===== config.mk =====
export PLATFORM = sky130hd
export DESIGN_NAME = mode_handover_coordinator_flat
export DESIGN_NICKNAME = d
export VERILOG_FILES = /design/src/design/mhc_pkg.sv /design/src/design/mhc_if.sv /design/src/design/mhc_front.sv /design/src/design/mhc_queue.sv /design/src/design/mhc_back.sv /design/src/design/mode_handover_coordinator.sv /design/src/flat_wrapper.sv
export SDC_FILE = /design/constraint.sdc
export NUM_CORES = 1
export LEC_CHECK = 0
export ABC_AREA = 0
export CAP_MARGIN = 20
export CORE_UTILIZATION = 58
export DETAILED_ROUTE_END_ITERATION = 7
export DONT_BUFFER_PORTS = 1
export PLACE_DENSITY = 0.79
export REMOVE_ABC_BUFFERS = 1
export SYNTH_ARGS = -nofsm -noshare
export SYNTH_HDL_FRONTEND = slang
export SYNTH_SLANG_ARGS = --single-unit

===== constraint.sdc =====
create_clock -name clk -period 3.1 [get_ports clk]
set_input_delay 0.465 -clock clk [delete_from_list [all_inputs] [get_ports clk]]
set_output_delay 0.465 -clock clk [all_outputs]
set_load 0.03 [all_outputs]

===== src/design/mhc_pkg.sv =====
`default_nettype none

package mhc_pkg;

    // Sub-unit id space and default number of slots.
    localparam int SUB_ID_LIMIT  = 10;
    localparam int SUB_UNITS_DEF = SUB_ID_LIMIT;

    // Result count per command: holds up to 31, above the default slot count (10).
    localparam int CNT_W = 5;

    // Command queue between front and back.
    localparam int QUEUE_DEPTH = 2;

    // APB register map.
    localparam int ADDR_W = 3;
    localparam int DATA_W = 32;
    localparam logic [ADDR_W-3:0] REG_SUB_COUNT = 1'b0;

    typedef enum logic [1:0] {
        MODE_MANUAL     = 2'd0,
        MODE_REQ_AUTO   = 2'd1,
        MODE_AUTO       = 2'd2,
        MODE_REQ_MANUAL = 2'd3
    } mode_t;

    typedef enum logic [1:0] {
        ACT_REQ_AUTO     = 2'd0,
        ACT_REPLY_AUTO   = 2'd1,
        ACT_REPLY_MANUAL = 2'd2,
        ACT_REQ_MANUAL   = 2'd3
    } action_t;

    typedef enum logic [1:0] {
        SLOT_NONE   = 2'd0,
        SLOT_AUTO   = 2'd1,
        SLOT_MANUAL = 2'd2
    } slot_t;

    typedef enum logic [2:0] {
        KIND_REQ_AUTO    = 3'd0,
        KIND_REQ_MANUAL  = 3'd1,
        KIND_AUTO_DONE   = 3'd2,
        KIND_MANUAL_DONE = 3'd3,
        KIND_NONE        = 3'd4
    } kind_t;

    typedef enum logic [2:0] {
        EV_NONE,
        EV_FAN_AUTO,
        EV_FAN_MANUAL,
        EV_AUTO_DONE,
        EV_MANUAL_DONE
    } event_t;

    // One queued command: back expands it into cnt result beats.
    typedef struct packed {
        kind_t             kind;
        logic [CNT_W-1:0]  cnt;
        mode_t             mode;
    } cmd_t;

endpackage

`default_nettype wire


===== src/design/mhc_if.sv =====
`default_nettype none

interface mhc_in_if;
    logic       valid;
    logic       ready;
    logic [1:0] action;
    logic [3:0] sub_id;

    modport source (output valid, output action, output sub_id, input ready);
    modport sink   (input valid, input action, input sub_id, output ready);
endinterface

interface mhc_out_if;
    logic       valid;
    logic       ready;
    logic [2:0] kind;
    logic [3:0] target_sub;
    logic [1:0] mode;
    logic       last;

    modport source (output valid, output kind, output target_sub, output mode,
                    output last, input ready);
    modport sink   (input valid, input kind, input target_sub, input mode,
                    input last, output ready);
endinterface

`default_nettype wire


===== src/design/mhc_front.sv =====
`default_nettype none

module mhc_front #(
    parameter int SUB_UNITS = mhc_pkg::SUB_UNITS_DEF
) (
    input  wire logic                     clk,
    input  wire logic                     rst_n,
    input  wire logic [mhc_pkg::CNT_W-1:0] active_cnt,
    mhc_in_if.sink                        in_ch,
    input  wire logic                     q_full,
    output logic                          q_push,
    output mhc_pkg::cmd_t                 q_data
);

    localparam int CW = mhc_pkg::CNT_W;

    mhc_pkg::mode_t   mode_reg, mode_next, mode_new;
    mhc_pkg::slot_t   slot_reg  [SUB_UNITS];
    mhc_pkg::slot_t   slot_next [SUB_UNITS];
    mhc_pkg::slot_t   slot_post [SUB_UNITS];
    mhc_pkg::action_t act;
    mhc_pkg::slot_t   reply_val;
    mhc_pkg::event_t  ev;
    logic [SUB_UNITS-1:0] in_use;
    logic is_reply, id_ok, write_en, clear_en, accept;
    logic all_rep, all_auto, all_man;

    assign accept      = in_ch.valid && in_ch.ready;
    assign in_ch.ready = !q_full;
    assign q_push      = accept;

    // Slot contents as they stand once this beat's reply is written.
    always_comb
    begin
        act       = mhc_pkg::action_t'(in_ch.action);
        is_reply  = (act == mhc_pkg::ACT_REPLY_AUTO) || (act == mhc_pkg::ACT_REPLY_MANUAL);
        id_ok     = {1'b0, in_ch.sub_id} < CW'(SUB_UNITS);
        reply_val = (act == mhc_pkg::ACT_REPLY_AUTO) ? mhc_pkg::SLOT_AUTO
                                                     : mhc_pkg::SLOT_MANUAL;
        write_en  = id_ok &&
                    (((mode_reg == mhc_pkg::MODE_REQ_AUTO) && is_reply) ||
                     ((mode_reg == mhc_pkg::MODE_REQ_MANUAL) &&
                      (act == mhc_pkg::ACT_REPLY_MANUAL)));
        all_rep  = 1'b1;
        all_auto = 1'b1;
        all_man  = 1'b1;
        for (int i = 0; i < SUB_UNITS; i++)
        begin
            in_use[i]    = CW'(i) < active_cnt;
            slot_post[i] = (write_en && (in_ch.sub_id == 4'(i))) ? reply_val : slot_reg[i];
            if (in_use[i])
            begin
                if (slot_post[i] == mhc_pkg::SLOT_NONE)
                    all_rep = 1'b0;
                if (slot_post[i] != mhc_pkg::SLOT_AUTO)
                    all_auto = 1'b0;
                if (slot_post[i] != mhc_pkg::SLOT_MANUAL)
                    all_man = 1'b0;
            end
        end
    end

    // Next mode and event.
    always_comb
    begin
        mode_new = mode_reg;
        clear_en = 1'b0;
        ev       = mhc_pkg::EV_NONE;
        case (mode_reg)
            mhc_pkg::MODE_MANUAL:
            begin
                if (act == mhc_pkg::ACT_REQ_AUTO)
                begin
                    ev       = mhc_pkg::EV_FAN_AUTO;
                    clear_en = 1'b1;
                    mode_new = mhc_pkg::MODE_REQ_AUTO;
                end
            end
            mhc_pkg::MODE_REQ_AUTO:
            begin
                if (write_en && all_rep)
                begin
                    clear_en = 1'b1;
                    if (all_auto)
                    begin
                        ev       = mhc_pkg::EV_AUTO_DONE;
                        mode_new = mhc_pkg::MODE_AUTO;
                    end
                    else
                    begin
                        // fallback: someone refused automatic
                        ev       = mhc_pkg::EV_FAN_MANUAL;
                        mode_new = mhc_pkg::MODE_MANUAL;
                    end
                end
            end
            mhc_pkg::MODE_AUTO:
            begin
                if (act == mhc_pkg::ACT_REQ_MANUAL)
                begin
                    ev       = mhc_pkg::EV_FAN_MANUAL;
                    clear_en = 1'b1;
                    mode_new = mhc_pkg::MODE_REQ_MANUAL;
                end
            end
            mhc_pkg::MODE_REQ_MANUAL:
            begin
                if (write_en && all_man)
                begin
                    ev       = mhc_pkg::EV_MANUAL_DONE;
                    clear_en = 1'b1;
                    mode_new = mhc_pkg::MODE_MANUAL;
                end
            end
            default:
            begin
                mode_new = mode_reg;
            end
        endcase

        mode_next = accept ? mode_new : mode_reg;
        for (int i = 0; i < SUB_UNITS; i++)
        begin
            if (!accept)
                slot_next[i] = slot_reg[i];
            else if (clear_en && in_use[i])
                slot_next[i] = mhc_pkg::SLOT_NONE;
            else
                slot_next[i] = slot_post[i];
        end
    end

    // Command for the back end.
    always_comb
    begin
        q_data.mode = mode_new;
        q_data.kind = mhc_pkg::KIND_NONE;
        q_data.cnt  = CW'(1);
        case (ev)
            mhc_pkg::EV_FAN_AUTO:
            begin
                if (active_cnt != '0)
                begin
                    q_data.kind = mhc_pkg::KIND_REQ_AUTO;
                    q_data.cnt  = active_cnt;
                end
            end
            mhc_pkg::EV_FAN_MANUAL:
            begin
                if (active_cnt != '0)
                begin
                    q_data.kind = mhc_pkg::KIND_REQ_MANUAL;
                    q_data.cnt  = active_cnt;
                end
            end
            mhc_pkg::EV_AUTO_DONE:   q_data.kind = mhc_pkg::KIND_AUTO_DONE;
            mhc_pkg::EV_MANUAL_DONE: q_data.kind = mhc_pkg::KIND_MANUAL_DONE;
            default:                 q_data.kind = mhc_pkg::KIND_NONE;
        endcase
    end

    always_ff @(posedge clk or negedge rst_n)
    begin
        if (!rst_n)
        begin
            mode_reg <= mhc_pkg::MODE_MANUAL;
            for (int i = 0; i < SUB_UNITS; i++)
                slot_reg[i] <= mhc_pkg::SLOT_NONE;
        end
        else
        begin
            mode_reg <= mode_next;
            for (int i = 0; i < SUB_UNITS; i++)
                slot_reg[i] <= slot_next[i];
        end
    end

endmodule

`default_nettype wire


===== src/design/mhc_queue.sv =====
`default_nettype none

module mhc_queue (
    input  wire logic          clk,
    input  wire logic          rst_n,
    input  wire logic          push,
    input  wire mhc_pkg::cmd_t din,
    output logic               full,
    input  wire logic          pop,
    output mhc_pkg::cmd_t      dout,
    output logic               not_empty
);

    // depth must be a power of two so the pointers wrap by themselves
    localparam int DEPTH = mhc_pkg::QUEUE_DEPTH;
    localparam int PW    = (DEPTH > 1) ? $clog2(DEPTH) : 1;
    localparam int CW    = $clog2(DEPTH + 1);

    mhc_pkg::cmd_t   q_reg [DEPTH];
    logic [PW-1:0]   wr_ptr_reg, wr_ptr_next;
    logic [PW-1:0]   rd_ptr_reg, rd_ptr_next;
    logic [CW-1:0]   count_reg, count_next;

    assign full      = (count_reg == CW'(DEPTH));
    assign not_empty = (count_reg != '0);
    assign dout      = q_reg[rd_ptr_reg];

    always_comb
    begin
        wr_ptr_next = push ? wr_ptr_reg + PW'(1) : wr_ptr_reg;
        rd_ptr_next = pop  ? rd_ptr_reg + PW'(1) : rd_ptr_reg;
        count_next  = count_reg + CW'(push) - CW'(pop);
    end

    always_ff @(posedge clk or negedge rst_n)
    begin
        if (!rst_n)
        begin
            wr_ptr_reg <= '0;
            rd_ptr_reg <= '0;
            count_reg  <= '0;
        end
        else
        begin
            wr_ptr_reg <= wr_ptr_next;
            rd_ptr_reg <= rd_ptr_next;
            count_reg  <= count_next;
        end
    end

    always_ff @(posedge clk)
    begin
        if (push)
            q_reg[wr_ptr_reg] <= din;
    end

endmodule

`default_nettype wire


===== src/design/mhc_back.sv =====
`default_nettype none

module mhc_back (
    input  wire logic          clk,
    input  wire logic          rst_n,
    input  wire logic          q_valid,
    input  wire mhc_pkg::cmd_t q_data,
    output logic               q_pop,
    mhc_out_if.source          res_ch
);

    localparam int CW = mhc_pkg::CNT_W;

    mhc_pkg::cmd_t   cmd_reg, cmd_next;
    logic            busy_reg, busy_next;
    logic [CW-1:0]   idx_reg, idx_next;
    logic            ov_reg, ov_next;
    mhc_pkg::kind_t  kind_reg, kind_next;
    logic [3:0]      tgt_reg, tgt_next;
    mhc_pkg::mode_t  mode_reg, mode_next;
    logic            last_reg, last_next;
    logic            load_out, is_last, is_fan;

    assign res_ch.valid      = ov_reg;
    assign res_ch.kind       = kind_reg;
    assign res_ch.target_sub = tgt_reg;
    assign res_ch.mode       = mode_reg;
    assign res_ch.last       = last_reg;

    assign q_pop = !busy_reg && q_valid;

    always_comb
    begin
        load_out  = busy_reg && (!ov_reg || res_ch.ready);
        is_last   = (idx_reg == cmd_reg.cnt - CW'(1));
        is_fan    = (cmd_reg.kind == mhc_pkg::KIND_REQ_AUTO) ||
                    (cmd_reg.kind == mhc_pkg::KIND_REQ_MANUAL);
        cmd_next  = cmd_reg;
        busy_next = busy_reg;
        idx_next  = idx_reg;
        ov_next   = ov_reg;
        kind_next = kind_reg;
        tgt_next  = tgt_reg;
        mode_next = mode_reg;
        last_next = last_reg;

        if (q_pop)
        begin
            cmd_next  = q_data;
            busy_next = 1'b1;
            idx_next  = '0;
        end

        if (load_out)
        begin
            ov_next   = 1'b1;
            kind_next = cmd_reg.kind;
            tgt_next  = is_fan ? idx_reg[3:0] : 4'd0;
            mode_next = cmd_reg.mode;
            last_next = is_last;
            idx_next  = idx_reg + CW'(1);
            if (is_last)
                busy_next = 1'b0;
        end
        else if (res_ch.ready)
        begin
            ov_next = 1'b0;
        end
    end

    always_ff @(posedge clk or negedge rst_n)
    begin
        if (!rst_n)
        begin
            busy_reg <= 1'b0;
            ov_reg   <= 1'b0;
            idx_reg  <= '0;
        end
        else
        begin
            busy_reg <= busy_next;
            ov_reg   <= ov_next;
            idx_reg  <= idx_next;
        end
    end

    always_ff @(posedge clk)
    begin
        cmd_reg  <= cmd_next;
        kind_reg <= kind_next;
        tgt_reg  <= tgt_next;
        mode_reg <= mode_next;
        last_reg <= last_next;
    end

endmodule

`default_nettype wire


===== src/design/mode_handover_coordinator.sv =====
// An accepted input beat is written into the command queue, then loaded into the back end's
//   command register, then into the result register that drives the first result beat.
// The back end takes a new command only once the last beat of the previous one is loaded.
// Front accepts while the 2-entry command queue has room.
// Reset (rst_n, async, active low): mode manual, all reply slots empty,
//   sub_count 0, queue and output register empty.
`default_nettype none

module mode_handover_coordinator #(
    parameter int SUB_UNITS = mhc_pkg::SUB_UNITS_DEF
) (
    input  wire logic                        clk,
    input  wire logic                        rst_n,
    mhc_in_if.sink                           in_ch,
    mhc_out_if.source                        res_ch,
    input  wire logic                        psel,
    input  wire logic                        penable,
    input  wire logic                        pwrite,
    input  wire logic [mhc_pkg::ADDR_W-1:0]  paddr,
    input  wire logic [mhc_pkg::DATA_W-1:0]  pwdata,
    output logic      [mhc_pkg::DATA_W-1:0]  prdata,
    output logic                             pready
);

    localparam int CW = mhc_pkg::CNT_W;
    localparam int AW = mhc_pkg::ADDR_W;
    localparam int DW = mhc_pkg::DATA_W;

    // ---------------------------------------------------------------
    // APB register: sub_count at byte offset 0. Zero-wait, so pready
    // is tied high. Offsets past the map read as zero, writes dropped.
    // ---------------------------------------------------------------
    logic [3:0]    sub_count_reg, sub_count_next;
    logic          reg_hit;
    logic [CW-1:0] active_cnt;

    assign pready  = 1'b1;
    assign reg_hit = (paddr[AW-1:2] == mhc_pkg::REG_SUB_COUNT);
    assign prdata  = reg_hit ? DW'(sub_count_reg) : '0;

    always_comb
    begin
        sub_count_next = sub_count_reg;
        if (psel && penable && pwrite && pready && reg_hit)
            sub_count_next = pwdata[3:0];
    end

    always_ff @(posedge clk or negedge rst_n)
    begin
        if (!rst_n)
            sub_count_reg <= '0;
        else
            sub_count_reg <= sub_count_next;
    end

    // Active sub-units: sub_count saturated at the slot count.
    assign active_cnt = ({1'b0, sub_count_reg} > CW'(SUB_UNITS)) ? CW'(SUB_UNITS)
                                                                 : {1'b0, sub_count_reg};

    // ---------------------------------------------------------------
    // Front: takes the event beat, updates mode and reply slots in the
    // same cycle, and queues one command describing the results.
    // ---------------------------------------------------------------
    logic          q_push, q_full, q_pop, q_nempty;
    mhc_pkg::cmd_t q_din, q_dout;

    mhc_front #(
        .SUB_UNITS (SUB_UNITS)
    ) u_front (
        .clk        (clk),
        .rst_n      (rst_n),
        .active_cnt (active_cnt),
        .in_ch      (in_ch),
        .q_full     (q_full),
        .q_push     (q_push),
        .q_data     (q_din)
    );

    // Short command queue so the front keeps taking events while the
    // back end is still fanning out requests.
    mhc_queue u_queue (
        .clk       (clk),
        .rst_n     (rst_n),
        .push      (q_push),
        .din       (q_din),
        .full      (q_full),
        .pop       (q_pop),
        .dout      (q_dout),
        .not_empty (q_nempty)
    );

    // ---------------------------------------------------------------
    // Back: expands each command into result beats, one per cycle while
    // res_ch is ready, through a registered output stage; last flags the final beat.
    // ---------------------------------------------------------------
    mhc_back u_back (
        .clk     (clk),
        .rst_n   (rst_n),
        .q_valid (q_nempty),
        .q_data  (q_dout),
        .q_pop   (q_pop),
        .res_ch  (res_ch)
    );

endmodule

`default_nettype wire


===== src/flat_wrapper.sv =====
// flat-port wrapper written by rule: the top's interface ports become plain ports
module mode_handover_coordinator_flat 
#(
    parameter int SUB_UNITS = mhc_pkg::SUB_UNITS_DEF
)
  (clk, rst_n, psel, penable, pwrite, paddr, pwdata, prdata, pready, in_ch_valid, in_ch_action, in_ch_sub_id, in_ch_ready, res_ch_valid, res_ch_kind, res_ch_target_sub, res_ch_mode, res_ch_last, res_ch_ready);
  mhc_in_if in_ch_i ();
  mhc_out_if res_ch_i ();
  input  wire logic clk;
  input  wire logic rst_n;
  input  wire logic psel;
  input  wire logic penable;
  input  wire logic pwrite;
  input  wire logic [mhc_pkg::ADDR_W-1:0] paddr;
  input  wire logic [mhc_pkg::DATA_W-1:0] pwdata;
  output logic      [mhc_pkg::DATA_W-1:0] prdata;
  output logic pready;
  input wire logic [$bits(in_ch_i.valid)-1:0] in_ch_valid;
  input wire logic [$bits(in_ch_i.action)-1:0] in_ch_action;
  input wire logic [$bits(in_ch_i.sub_id)-1:0] in_ch_sub_id;
  output wire logic [$bits(in_ch_i.ready)-1:0] in_ch_ready;
  output wire logic [$bits(res_ch_i.valid)-1:0] res_ch_valid;
  output wire logic [$bits(res_ch_i.kind)-1:0] res_ch_kind;
  output wire logic [$bits(res_ch_i.target_sub)-1:0] res_ch_target_sub;
  output wire logic [$bits(res_ch_i.mode)-1:0] res_ch_mode;
  output wire logic [$bits(res_ch_i.last)-1:0] res_ch_last;
  input wire logic [$bits(res_ch_i.ready)-1:0] res_ch_ready;
  assign in_ch_i.valid = in_ch_valid;
  assign in_ch_i.action = in_ch_action;
  assign in_ch_i.sub_id = in_ch_sub_id;
  assign in_ch_ready = in_ch_i.ready;
  assign res_ch_valid = res_ch_i.valid;
  assign res_ch_kind = res_ch_i.kind;
  assign res_ch_target_sub = res_ch_i.target_sub;
  assign res_ch_mode = res_ch_i.mode;
  assign res_ch_last = res_ch_i.last;
  assign res_ch_i.ready = res_ch_ready;
  mode_handover_coordinator #(.SUB_UNITS(SUB_UNITS)) u_core (.clk(clk), .rst_n(rst_n), .in_ch(in_ch_i), .res_ch(res_ch_i), .psel(psel), .penable(penable), .pwrite(pwrite), .paddr(paddr), .pwdata(pwdata), .prdata(prdata), .pready(pready));
endmodule

==> key figures <==
Status
  – Outcome: completed

Placed design
  – DP Worst Slack: -0.151 ns
  – DP Area: 0.00474 mm^2
  – GP Congestion: 0.990
  – I/O Buffers: 0
  – DP HPWL: 7.57 mm
  – Dpl cells: 565

Synth
  – Synth top area share: 25.1%
  – Top cell type by total area after synthesis: edfxtp_1
  – Ys async rst share: 50.0%
  – Seq/Total Area, Yosys: 46.1%
  – Seq cells post-synth: 74
  – Synth Flop Type: edfxtp_1
  – Post-Syn Instances: 432
  – Synth Area per Inst: 10.2 um^2
  – Synth Warn #: 0
  – Synth unique cells: 70
  – Post-Syn Area: 0.00442 mm^2
  – Post-synth EDFFs: 37
  – Synth top area cells: edfxtp_1, dfrtp_1, buf_4, mux2_2, o21ai_0

Global route
  – Total track usage: 27.5%
  – Initial antenna violation count: 0
  – Overflow after GRT: 0
  – Largest net degree at the start of global routing: 38
  – Vias in the first global route: 3381
  – First-pass GRT wire length: 16.0 mm

Floorplanning
  – Core ar.: 0.00729 mm^2
  – Initial cell density of the core: 60.6%
  – Die Height: 89.3 um
  – # rows: 31
  – Die Wd: 89.3 um
  – Die area: 0.00797 mm^2
  – Ports: 93

STA
  – RSZ-0062 raised after global routing: false
  – Slew HR: 48.7%
  – Hold_ws: 0.262 ns
  – Fmax: 332 MHz
  – Final worst slack: 0.0847 ns
  – # setup viols final: 0
  – Fin. max-slew vios: 0
  – Fin crit share: 97.3%
  – Final min period: 3.02 ns
  – Setup TNS: 0 ns
  – Fin Clk Skew: 0.0103 ns
  – Final Hold Fails: 0
  – Worst Tran Pin Value: 0.766 ns

Power and ir drop
  – Pwr Total: 3.55 mW
  – Leakage: 2.09 nW
  – VDD IR max: 0.000377 V
  – Cell Pwr Density: 714 mW/mm^2

Route
  – Iter 0 DRT Violations: 291
  – Antenna Nets Post-Route: 0
  – Routed vias: 3581
  – Routed wire length: 10.3 mm
  – Avg WL per Cell: 17.7 um
  – Drt drc: 0
  – Drt first pass iters: 5
  – Routed vias/inst: 6.14

Worst setup path
  – CP Max Fanout: 6
  – WP buf/inv: 1
  – Slowest CP cell: dfrtp_1
  – Family with the most delay on the worst path: simple AND/OR/NAND/NOR gates
  – Crit-path cells: nor3b_2, nand3_1, mux2i_1, a2111o_1, nor4_2, or3b_4, buf_4, and3_1
  – Total stage count of the critical path: 8
  – Slowest stage delay, CP: 0.47 ns
  – Critical Path End Type: flip-flop
  – Crit start category: flip-flop
  – R2R cell count: 8
  – Kind of critical path: reg -> reg
  – WP data required: 3.20 ns
  – Critical Path AT: 3.12 ns

Run
  – Max Cap Violations: 0

Clock network
  – Clk buf depth: 2
  – CTS tree: done
  – Postcts setup bufs: 0
  – Reg clk slew, reported paths: 0.08 ns
  – H-tree depth: 3
  – Clock Sinks: 74
  – Post-CTS sizing: 0
  – Clk_lat worst skew: 0.36 ns
  – Clk root buf: clkbuf_8
  – CTS buffer count: 9

Layout
  – Leading cell type in the layout, fill and taps excluded: buf_4
  – Layout Area Growth over Synthesis: 12.5%
  – Diode count: 0
  – Layout cells sized above 1: 20.0%
  – Non-Filler Instances: 583
  – Max FFs per register: 20
  – Commonest non-fill, non-tap cells in the layout: buf_4, dfrtp_1, edfxtp_1
  – Design Area, Final: 0.00497 mm^2
  – Layout fillers: 563
  – Fin util: 68.2%
  – Post-layout nets: 535

Worst hold path
  – Hold Path Class: in -> reg
  – Worst Hold Depth: 1
==> kinds of logic after synthesis <==
family,Yosys count,share of synthesized area [%]
XOR/XNOR,9,1.78
AO/OA/AOI/OAI,114,17.9
other,2,0.170
AND/OR/NAND/NOR,129,17.1
flip-flops,74,46.1
multiplexers,22,5.41
adder cells (fa/ha/maj),8,2.27
buffers and inverters,74,9.31
==> Yosys cell counts, drive strengths merged, types with 4 or more instances <==
library cell,n
a21o,4
a21oi,17
a22o,15
a311oi,4
a31oi,11
and2,7
and3,7
buf,38
clkbuf,10
dfrtp,37
edfxtp,37
ha,8
inv,25
mux2,15
mux2i,7
nand2,17
nand2b,7
nand3,15
nand4,8
nor2,20
nor2b,12
nor3,9
nor4,8
o21ai,27
o22ai,4
or3,4
xnor2,8
==> repair_timing <==
action / 4_1_cts / 5_1_grt
hold buffers: 2 / 0
hold endpoints to repair: 37 / 0
setup endpoints to repair: 0 / 1
==> worst paths after layout <==
check	start	endpoint	slack (ns)
worst max-delay path	u_core.u_front.mode_reg[0]	u_core.u_queue.q_reg[1][5]	0.08
worst min-delay path	pwdata[1]	u_core.sub_count_reg[1]	0.26
worst max register to register	u_core.u_front.mode_reg[0]	u_core.u_queue.q_reg[1][5]	0.08
worst min register to register	u_core.u_back.cmd_reg[0]	u_core.u_back.res_ch.mode[0]	0.44
max in group asynchronous	rst_n	u_core.sub_count_reg[3]	2.35
min in group asynchronous	rst_n	u_core.u_front.slot_reg[5]	0.54
==> layout make-up <==
cell class / count / area, um^2 / share of cell area (%)
Clock buffer: 9 / 124 / 2.49
Multi-Input combinational cell: 311 / 2070 / 41.7
Sequential cell: 74 / 2040 / 41.0
Inverter: 26 / 97.6 / 1.96
Tap cell: 99 / 124 / 2.49
Timing Repair Buffer: 57 / 443 / 8.91
Clock inverter: 7 / 76.3 / 1.53
==> layer usage <==
metal  global-route usage (%)  vias to the layer above  wire, um
met5                        0                        -         0
met4                     13.7                        0       353
met3                     7.11                       34       737
met2                     46.8                      187      4970
met1                     32.3                     1702      4240
li1                         -                     1658         -
==> power breakdown <==
part | internal (mW) | leakage, nW | switching [mW]
Sequential | 1.31 | 0.794 | 0.279
Combinational | 0.509 | 1.20 | 0.684
Clock | 0.377 | 0.0979 | 0.388
No activity file was read; power rests on OpenSTA's default activity.
